## src/hw/rtl/picl_pkg.sv

```systemverilog
// picl_pkg: shared types and constants of the clamped pi controller
// used by picl_ctrl, picl_dp and the pi_controller_clamped top level
package picl_pkg;

    localparam int GAIN_W    = 24;  // unsigned Q8.16 gains
    localparam int DT_W      = 32;  // unsigned Q0.32 time step
    localparam int OUT_FRAC  = 20;  // fractional bits of error, limits and output
    localparam int MUL_W     = 33;  // signed operand width of the shared multiplier
    localparam int PROD_W    = 2 * MUL_W;
    localparam int DT_SHIFT  = 12;
    localparam int KP_SHIFT  = 16;
    localparam int SUM_SHIFT = 4;   // ki*I >> 36 split as >> 32 then >> 4
    localparam int SUM_W     = PROD_W + 2;
    localparam int CFG_IDX_W = 2;

    localparam logic [GAIN_W-1:0] KP_RESET = GAIN_W'(32768);
    localparam logic [GAIN_W-1:0] KI_RESET = GAIN_W'(3276800);

    typedef enum logic [CFG_IDX_W-1:0] {
        REG_PROP_GAIN  = 2'd0,
        REG_INTEG_GAIN = 2'd1,
        REG_LIMIT_LO   = 2'd2,
        REG_LIMIT_HI   = 2'd3
    } cfg_reg_t;

    typedef enum logic [2:0] {
        ST_IDLE,
        ST_INTEG,
        ST_MUL_LO,
        ST_MUL_HI,
        ST_FINISH
    } state_t;

    // one-hot step commands from the controller to the datapath
    typedef struct packed {
        logic load;    // capture error, multiply error by time step
        logic integ;   // update integral, multiply error by kp
        logic mul_lo;  // multiply ki by low word of integral
        logic mul_hi;  // multiply ki by high word of integral
        logic finish;  // final sum, clamp, load output register
    } cmd_t;

endpackage

```

## src/hw/rtl/picl_ctrl.sv

```systemverilog
// picl_ctrl: sequencer of the clamped pi controller, input and output handshake
// depends on picl_pkg
module picl_ctrl
    import picl_pkg::*;
(
    input  logic clk,
    input  logic rst_n,
    input  logic in_valid,
    output logic in_stall,
    output logic out_valid,
    input  logic out_stall,
    output cmd_t cmd
);

    state_t state_reg;
    state_t state_next;
    logic   out_valid_reg;
    logic   out_valid_next;

    always_ff @(posedge clk or negedge rst_n)
    begin
        if (!rst_n)
        begin
            state_reg     <= ST_IDLE;
            out_valid_reg <= 1'b0;
        end
        else
        begin
            state_reg     <= state_next;
            out_valid_reg <= out_valid_next;
        end
    end

    always_comb
    begin
        state_next     = state_reg;
        cmd            = '0;
        in_stall       = 1'b1;
        // result register empties when the transaction completes
        out_valid_next = out_valid_reg && out_stall;
        unique case (state_reg)
            ST_IDLE:
            begin
                in_stall = 1'b0;
                if (in_valid)
                begin
                    cmd.load   = 1'b1;
                    state_next = ST_INTEG;
                end
            end
            ST_INTEG:
            begin
                cmd.integ  = 1'b1;
                state_next = ST_MUL_LO;
            end
            ST_MUL_LO:
            begin
                cmd.mul_lo = 1'b1;
                state_next = ST_MUL_HI;
            end
            ST_MUL_HI:
            begin
                cmd.mul_hi = 1'b1;
                state_next = ST_FINISH;
            end
            ST_FINISH:
            begin
                // wait while the previous result is still held
                if (!out_valid_reg || !out_stall)
                begin
                    cmd.finish     = 1'b1;
                    out_valid_next = 1'b1;
                    state_next     = ST_IDLE;
                end
            end
            default:
            begin
                state_next = ST_IDLE;
            end
        endcase
    end

    assign out_valid = out_valid_reg;

endmodule

```

## config.mk

```make
export PLATFORM = sky130hd
export DESIGN_NAME = picl_ctrl
export DESIGN_NICKNAME = d
export VERILOG_FILES = /design/src/hw/rtl/picl_pkg.sv /design/src/hw/rtl/picl_ctrl.sv
export SDC_FILE = /design/constraint.sdc
export NUM_CORES = 1
export LEC_CHECK = 0
export BUFFER_PORTS_ARGS = -buffer_cell sky130_fd_sc_hd__buf_2
export CORE_AREA = 2 2 39 41
export DETAILED_ROUTE_END_ITERATION = 10
export DIE_AREA = 0 0 41 43
export HOLD_SLACK_MARGIN = 0.08
export PLACE_DENSITY = 0.41
export RECOVER_POWER = 25
export SETUP_SLACK_MARGIN = 0.02
export SLEW_MARGIN = 20
export SYNTH_ARGS = -nofsm -noshare
export SYNTH_HDL_FRONTEND = slang
export SYNTH_SLANG_ARGS = --single-unit
```

## constraint.sdc

```tcl
create_clock -name clk -period 1.6 [get_ports clk]
set_clock_uncertainty 0.1 [all_clocks]
set_input_delay 0.08 -clock clk [delete_from_list [all_inputs] [get_ports clk]]
set_output_delay 0.08 -clock clk [all_outputs]
set_load 0.01 [all_outputs]
```

==> out/metrics.yaml, run 1 <==
outcome:
  status: "complete, no violations"
synth:
  synth_seq_cells: 4
  synth_area_sq_um: 187.7
  synth_nets: 23
  yosysTopAreaCellShare: 0.5333
  synth_most_common_cell: "dfrtp_1"
  synthCells: 19
  yosys_warnings: 0
  synth_enable_flop_cells: 0
  synth_common_cells: "dfrtp_1, nor2_1, nand2_1, nor3b_1"
  avgSynthCellArea_sq_um: 9.878
  yosys-top-cells-area: "dfrtp_1, nor3b_1, nor2_1, and3b_1, or3b_1"
  synth.yosys.seq_area_share: 0.5333
  synth_ff_type: "dfrtp_1"
  ys_types: 12
  yosys.area.top_type: "dfrtp_1"
  async_flop_share: 1.000
setup_path:
  regToRegEndpoint: "state_reg[2]"
  startpoint_type: "flip-flop"
  cp_data_arrival_time_ns: 1.33
  cp_slowest_cell: "dfrtp_2"
  crit_type: "flip-flop to primary output"
  rr_worst_depth: 2
  rrSetupSlack_ns: 0.42
  critPathMaxStageDelay_ns: 0.44
  crit_start: "state_reg[0]"
  critPathCaptureType: "primary output"
  critPathMaxFanout: 7
  crit_required_ns: 1.42
  r2r-start: "state_reg[0]"
  worstPathCellList: "or3b_4, a21oi_1, buf_2"
  cp-endpoint: "cmd[0]"
clock_network:
  cts_setup_buffers: 0
  clockBufferDepth: 2
  cts_tree: "yes"
  insertion_delay_ns: 0.23
  cts.clk_slew.worst_paths_ns: 0.04
  h-tree-depth: 1
  cts_sinks: 4
  cts-buffers-inserted: 3
  root_buffer: "clkbuf_4"
pwr:
  seqPwrFrac: 0.375
  clock_power_share: 0.197
  power.leakage_nw: 0.1608
  power.switching_uw: 227.2
  p_comb_frac: 0.428
  power.internal_uw: 375.1
  vdd_drop_max_v: 0.0007465
  swShare: 0.3772
  powerDensity_nw_per_um2: 1918
  power_uw: 602.2
route:
  dr_wl_met3_microns: 78
  wl_met1_microns: 206
  post-route-drc-count: 0
  wirelength_microns: 434
  via_per_inst: 3.686
  wl_per_cell_microns: 8.510
  drtPass1Iterations: 4
  dr_wl_met2_microns: 150
  ant_nets: 0
  vias: 188
  dr.max_layer_used: "met3"
  drt_iter0_drc: 1
timing:
  tns_ns: 0
  slew_viol_final: 0
  min_period_ns: 1.514
  finalCritPeriodShare: 0.9461
  hold_violations: 0
  rsz0062_at_grt: "no"
  worstMarginPinSlew_ns: 0.1964
  setup_viol: 0
  max_freq_mhz: 660.6
  slew_headroom: 0.8690
grt:
  grt_pass1_vias: 179
  grt_overflow: 0
  grt_usage: 0.06754
  grt_pass1_wl_microns: 696
  grt_start_max_net_pins: 8
  antenna_found_initial: 0
finish:
  drive_gt1_frac: 0.4286
  antenna_cells: 0
  final_cells: 51
  multi_input_area_sq_um: 86.33
  area.growth.synth_to_final_pct: 67.33
  nFillCells: 153
  largest_reg_flops: 3
  nets: 41
  seq_area_sq_um: 102.6
die:
  fp.dieW_microns: 41
  start_util: 0.1356
  core-area_sq_um: 1384
  row_count: 14
  chipHeight_microns: 43
  die-area_sq_um: 1763
  io_pins: 11
place:
  place_inst: 45
  io_buffers: 10
  gp_congestion: 0.6644
worst_hold_path:
  hp-class: "primary input to asynchronous set/reset pin"
job:
  cap_violations: 0
[through the flow]
step | hold WS (ns) | area (sq um) | util | setup slack [ns]
2_1_floorplan | -0.3156 | 187.7 | - | 0.3842
6_report | 0.1058 | 314.1 | 0.2269 | 0.08621
3_5_place_dp | -0.2133 | 257.7 | 0.1863 | 0.3109
3_3_place_gp | -0.2131 | 257.7 | 0.1863 | 0.3035
5_1_grt | 0.1290 | 314.1 | 0.2269 | 0.01961
4_1_cts | 0.08810 | 310.3 | 0.2242 | 0.06354
[power groups by stage]
stage          sequential [mW]  combinational [mW]  clock, mW
2_1_floorplan            0.207               0.153          0
3_3_place_gp             0.223               0.247          0
3_5_place_dp             0.218               0.246          0
4_1_cts                  0.218               0.254      0.126
5_1_grt                  0.237               0.289      0.134
6_report                 0.226               0.258      0.119
[placed cells by master, fill, tap and decap left out]
cell / count
dfrtp_1: 2
xnor2_1: 1
or3_1: 1
or3b_4: 1
clkbuf_4: 3
and3b_1: 1
nor3_1: 1
nor2_1: 3
clkbuf_1: 1
dlygate4sd3_1: 3
nand2_1: 2
nor3b_1: 2
dfrtp_2: 2
o21bai_1: 1
buf_2: 9
inv_1: 1
a21oi_1: 1
[critical path: cells and delay by family, from the launching register on]
kind                   cells  cell delay (ns)
and+or+nand+nor            1             0.41
DFF                        1             0.44
buffers and inverters      1             0.14
AOI/OAI and AO/OA          1             0.12
[area by class of cell]
cell class                 instances  area share
timing repair buffer              13      0.2510
multi-input combinational         14      0.2749
clock buffer                       3     0.07171
sequential                         4      0.3267
inverter                           1     0.01195
tap                               16     0.06375
[worst min-delay path by stage]
stage,startpoint,endpoint,slack [ns],cells past startpoint
4_1_cts,rst_n,state_reg[2],0.09,2
5_1_grt,rst_n,out_valid,0.13,2
2_1_floorplan,rst_n,out_valid,-0.32,0
6_report,rst_n,out_valid,0.11,2
3_3_place_gp,rst_n,out_valid,-0.21,1
3_5_place_dp,rst_n,state_reg[0],-0.21,1
[timing repair]
| action | in CTS | in global routing |
|---|---|---|
| hold buffers | 3 | 0 |
| endpoints found under the hold margin | 7 | 0 |
| setup endpoints to repair | 0 | 1 |
| resized for setup | 0 | 3 |
[cells by family (layout without fill, tap and decap cells)]
family | after synthesis | in the layout | share of synthesized area
AO/OA/AOI/OAI | 2 | 2 | 0.06666
buffers and inverters | 1 | 17 | 0.01998
XOR/XNOR | 1 | 1 | 0.04668
AND/OR/NAND/NOR | 11 | 11 | 0.3333
flip-flops | 4 | 4 | 0.5334
[per-layer routing]
metal	global-route usage	up-vias
li1	-	98
met1	0.06189	77
met2	0.08438	13
met3	0.07853	0
met4	0.04000	0
met5	0	-
No activity file was read; power rests on OpenSTA's default activity.
==> run 2: changes to the inputs <==
BUFFER_PORTS_ARGS = -buffer_cell sky130_fd_sc_hd__buf_4   (was -buffer_cell sky130_fd_sc_hd__buf_2)
==> run 2 against run 1 <==
Effect of this change: setup slack gained 0.0048 ns; first-iteration DRC count unchanged; utilization up 3.9 points; combinational power is 27% higher; largest cell class is now buffers; sequential cell count unchanged; sequential power is essentially flat; hold slack improved by 0.31 ns; clock power up 8%; critical endpoint unchanged; highest routed layer unchanged; maximum frequency rose by 0.32%; register-to-register slack about the same.
==> out/metrics.yaml, run 2 (same netlist as run 1, synthesis figures left out) <==
outcome:
  status: "complete, no violations"
grt:
  grt_start_max_net_pins: 8  # unchanged
  grt_util_met3: 0.08377  # +0.005236
  grt_pass1_vias: 252  # +41%
  grt_pass1_wl_microns: 972  # +40%
  grt-busiest-layer: "met2"
  use_met1: 0.08091  # +0.01902
  grt_usage: 0.08652  # +0.01898
  use_met2: 0.1313  # +0.04688
  antenna_found_initial: 0  # unchanged
  grt_overflow: 0  # unchanged
finish:
  nets: 43  # +4.9%
  antenna_cells: 0  # unchanged
  area.growth.synth_to_final_pct: 96.00
  layout_commonest_cell: "buf_4"
  utilization: 0.2658  # +0.03888
  largest_reg_flops: 3  # unchanged
  mostFrequentLayoutCells: "buf_4, dlygate4sd3_1, nor2_1, clkbuf_4"
  multi_input_area_sq_um: 95.09  # +10%
  nFillCells: 152  # -0.65%
  drive_gt1_frac: 0.4595  # +0.03089
  seq_area_sq_um: 102.6  # unchanged
clock_network:
  cts_sinks: 4  # unchanged
  cts.clk_slew.worst_paths_ns: 0.04  # about the same
  cts_tree: "yes"
  cts_setup_buffers: 0  # unchanged
  h-tree-depth: 1  # unchanged
  clockBufferDepth: 2  # unchanged
  cts-buffers-inserted: 3  # unchanged
  root_buffer: "clkbuf_4"
  insertion_delay_ns: 0.24  # about the same
setup_path:
  regToRegEndpoint: "state_reg[2]"
  critPathCaptureType: "primary output"
  startpoint_type: "flip-flop"
  crit_required_ns: 1.42  # about the same
  critPathMaxFanout: 7  # unchanged
  r2r-start: "state_reg[0]"
  rrSetupSlack_ns: 0.43  # about the same
  rr_worst_depth: 2  # unchanged
  cp_data_arrival_time_ns: 1.33  # about the same
  crit_type: "flip-flop to primary output"
die:
  row_count: 14  # unchanged
  io_pins: 11  # unchanged
  fp.dieW_microns: 41  # unchanged
  chipHeight_microns: 43  # unchanged
  core-area_sq_um: 1384  # unchanged
  die-area_sq_um: 1763  # unchanged
  start_util: 0.1356  # unchanged
route:
  wirelength_microns: 511  # +18%
  drtPass1Iterations: 3  # -1
  post-route-drc-count: 0  # unchanged
  ant_nets: 0  # unchanged
  vias: 202  # +7.4%
  wl_per_cell_microns: 9.642  # +13%
  drt_iter0_drc: 1  # unchanged
  via_per_inst: 3.811  # +3.4%
timing:
  max_freq_mhz: 662.7  # +0.32%
  rsz0062_at_grt: "no"
  setup_viol: 0  # unchanged
  slew_headroom: 0.8577  # -0.01135
  min_period_ns: 1.509  # -0.004847 ns
  worstMarginPinSlew_ns: 0.2135  # +0.01702 ns
  timing.final.ws_setup_ns: 0.09105  # +0.004847 ns
  slew_viol_final: 0  # unchanged
  finalCritPeriodShare: 0.9431  # -0.003029
  hold_violations: 0  # unchanged
  tns_ns: 0  # unchanged
place:
  dp_hpwl_microns: 319.3
  gp_congestion: 0.6688  # +0.66%
  place_ws_ns: 0.2978  # -0.01306 ns
  io_buffers: 10  # unchanged
pwr:
  power.leakage_nw: 0.1823  # +13%
  powerDensity_nw_per_um2: 1867  # -2.7%
  vdd_drop_max_v: 0.0006119  # -18%
worst_hold_path:
  hold_depth: 1
  hp-class: "flip-flop to flip-flop"
  holdPathEnd: "state_reg[1]"
  hold_start: "state_reg[2]"
job:
  cap_violations: 0  # unchanged
run 2: cell types whose count changed in the layout (fill, tap and decap cells not counted):
cell,delta
buf_4,+9
buf_2,-9
dlymetal6s4s_1,+1
a21oi_2,+1
a21oi_1,-1
dlygate4sd3_1,+1
or3_4,+1
or3_1,-1
run 2: metrics by stage:
step	hold slack [ns]	cell area [sq um]	std cells	power, mW
after global routing	0.4346	367.9	53	0.7501
after floorplan	-0.3156	187.7	19	0.3602
after detailed placement	-0.2213	282.8	45	0.5115
final	0.4114	367.9	53	0.6866
after global placement	-0.2236	282.8	45	0.5022
after CTS	0.4370	355.3	53	0.6606
run 2: critical path, cell delays in order (launching register included):
cell	delay, ns
dfrtp_2	0.44
or3b_4	0.43
a21oi_2	0.11
buf_4	0.12
run 2: how the worst max path moves through the flow:
| stage | end | start |
|---|---|---|
| after detailed placement | cmd[0] | state_reg[0] |
| final | cmd[0] | state_reg[0] |
| after global routing | cmd[4] | state_reg[0] |
| after floorplan | cmd[4] | state_reg[0] |
| after global placement | cmd[0] | state_reg[0] |
| after CTS | cmd[0] | state_reg[0] |
run 2: area by class of cell:
| class | count | area share |
|---|---|---|
| Timing Repair Buffer | 15 | 0.3367 |
| Sequential cell | 4 | 0.2789 |
| Clock buffer | 3 | 0.06122 |
| Multi-Input combinational cell | 14 | 0.2585 |
| Tap cell | 16 | 0.05442 |
| Inverter | 1 | 0.01020 |
run 2: power by group:
group / total, mW / leakage (nW) / internal (mW) / switching [mW]
clock: 0.129 / 0.0138 / 0.0842 / 0.0449
combinational: 0.328 / 0.120 / 0.198 / 0.131
sequential: 0.229 / 0.0487 / 0.154 / 0.0751
total: 0.687 / 0.182 / 0.436 / 0.251
run 2: layer usage:
layer,part of all wire,up-vias
li1,-,100
met1,0.47,89
met2,0.39,13
met3,0.14,0
met4,0,0
met5,0,-
run 2: what timing repair did:
action	in CTS	in global routing
resized for setup	0	6
hold endpoints to repair	7	0
hold buffers	5	0
setup endpoints to repair	0	4
==> run 3: changes to the inputs <==
PLACE_DENSITY = not set   (was 0.41)
==> run 3 against run 2 <==
Effect of this change: setup slack improved by 0.013 ns; critical path depth stayed put; die area is the same; critical endpoint unchanged; highest routed layer unchanged; total power down 5.4%; first-iteration DRC count shrank 100%; largest power group unchanged; via count fell by 6.9%; sequential cell count stayed put; critical path type unchanged.
==> out/metrics.yaml, run 3 (same netlist as run 1, synthesis figures left out) <==
die:
  die-area_sq_um: 1763  # unchanged
  fp.dieW_microns: 41  # unchanged
  row_count: 14  # unchanged
  start_util: 0.1356  # unchanged
  io_pins: 11  # unchanged
  chipHeight_microns: 43  # unchanged
  core-area_sq_um: 1384  # unchanged
finish:
  multi_input_area_sq_um: 90.09  # -5.3%
  area.growth.synth_to_final_pct: 82.00
  final_cell_area_sq_um: 341.6  # -7.1%
  largest_reg_flops: 3  # unchanged
  nets: 41  # -4.7%
  nFillCells: 154  # +1.3%
  mostFrequentLayoutCells: "buf_4, nor2_1, clkbuf_4, dlygate4sd3_1, dfrtp_2"
  drive_gt1_frac: 0.4857  # +0.02625
  layout_commonest_cell: "buf_4"
  antenna_cells: 0  # unchanged
  seq_area_sq_um: 103.9  # +1.2%
outcome:
  status: "complete, no violations"
setup_path:
  critPathMaxFanout: 7  # unchanged
  critPathMaxStageDelay_ns: 0.43  # about the same
  crit_required_ns: 1.42  # about the same
  crit_type: "flip-flop to primary output"
  cp_data_arrival_time_ns: 1.32  # about the same
  worstPathCellList: "or3b_4, a21oi_2, buf_4"
  startpoint_type: "flip-flop"
  cp_slowest_cell: "dfrtp_2"
  critPathCaptureType: "primary output"
grt:
  grt_pass1_vias: 168  # -33%
  grt_start_max_net_pins: 8  # unchanged
  antenna_found_initial: 0  # unchanged
  grt_pass1_wl_microns: 641  # -34%
  grt_overflow: 0  # unchanged
  grt_usage: 0.05634  # -0.03018
pwr:
  power.leakage_nw: 0.1631  # -11%
  vdd_drop_max_v: 0.0005392  # -12%
  powerDensity_nw_per_um2: 1901  # +1.9%
route:
  drtPass1Iterations: 1  # -2
  vias: 188  # -6.9%
  wirelength_microns: 412  # -19%
  drt_iter0_drc: 0  # -1
  ant_nets: 0  # unchanged
  wl_per_cell_microns: 8.078  # -16%
  post-route-drc-count: 0  # unchanged
  via_per_inst: 3.686  # -3.3%
timing:
  slew_viol_final: 0  # unchanged
  min_period_ns: 1.496  # -0.01345 ns
  finalCritPeriodShare: 0.9347  # -0.008404
  rsz0062_at_grt: "no"
  worstMarginPinSlew_ns: 0.2061  # -0.007354 ns
  max_freq_mhz: 668.7  # +0.90%
  slew_headroom: 0.8626  # +0.004903
  tns_ns: 0  # unchanged
  hold_violations: 0  # unchanged
  hold_slack_ns: 0.1100  # -0.3014 ns
  setup_viol: 0  # unchanged
worst_hold_path:
  hp-class: "primary input to asynchronous set/reset pin"
clock_network:
  cts-buffers-inserted: 3  # unchanged
  clockBufferDepth: 2  # unchanged
  cts_tree: "yes"
  h-tree-depth: 1  # unchanged
  cts.clk_slew.worst_paths_ns: 0.03  # about the same
  insertion_delay_ns: 0.23  # about the same
  cts_sinks: 4  # unchanged
  root_buffer: "clkbuf_4"
place:
  dp_hpwl_microns: 310.7  # -2.7%
  io_buffers: 10  # unchanged
  placed_cell_area_sq_um: 282.8  # unchanged
  gp_congestion: 0.6484  # -3.1%
job:
  cap_violations: 0  # unchanged
[run 3: layer usage]
metal,vias up,share of wire,GRT usage
li1,97,-,-
met4,0,0,0.02000
met2,8,0.46,0.06875
met3,0,0.083,0.04712
met5,-,0,0
met1,83,0.45,0.07120
[run 3: power breakdown]
part | switching (mW) | internal [mW]
clock network | 0.0336 | 0.0833
registers | 0.0708 | 0.157
logic | 0.124 | 0.181
total | 0.228 | 0.421
[run 3: repair_timing]
item,in CTS,in global routing
setup buffers,0,0
endpoints found under the hold margin,7,0
setup endpoints to repair,0,1
hold buffers,3,0
resized for setup,0,5
[run 3: final timing paths]
check                              from           end  slack [ns]  cells after the start
max in group asynchronous         rst_n  state_reg[0]        1.09                      2
hold reg to reg            state_reg[2]  state_reg[1]        0.39                      1
setup reg to reg           state_reg[0]  state_reg[2]        0.44                      2
min in group clk           state_reg[2]  state_reg[1]        0.39                      1
hold / removal                    rst_n     out_valid        0.11                      2
setup / recovery           state_reg[0]        cmd[0]        0.10                      3
[run 3: layout make-up]
class / instances / share of cell area
flip-flops and latches: 4 / 0.3040
repair buffers: 13 / 0.2967
multi-input cells: 14 / 0.2637
clock buffers: 3 / 0.06593
well taps: 16 / 0.05861
inverters: 1 / 0.01099
[run 3: critical path, delay by kind of cell (launching register included)]
family	cells	cell delay (ns)
flops	1	0.43
simple gates	1	0.42
buf+inv	1	0.13
compound gates	1	0.11
[run 3: per-stage QoR]
| stage | util | cells | power, mW | setup slack [ns] |
|---|---|---|---|---|
| global placement | 0.2043 | 45 | 0.5076 | 0.3125 |
| CTS | 0.2423 | 51 | 0.6448 | 0.04906 |
| detailed placement | 0.2043 | 45 | 0.5136 | 0.2956 |
| floorplan | - | 19 | 0.3602 | 0.3842 |
| finish | 0.2468 | 51 | 0.6495 | 0.1045 |
| global route | 0.2468 | 51 | 0.7131 | 0.03860 |
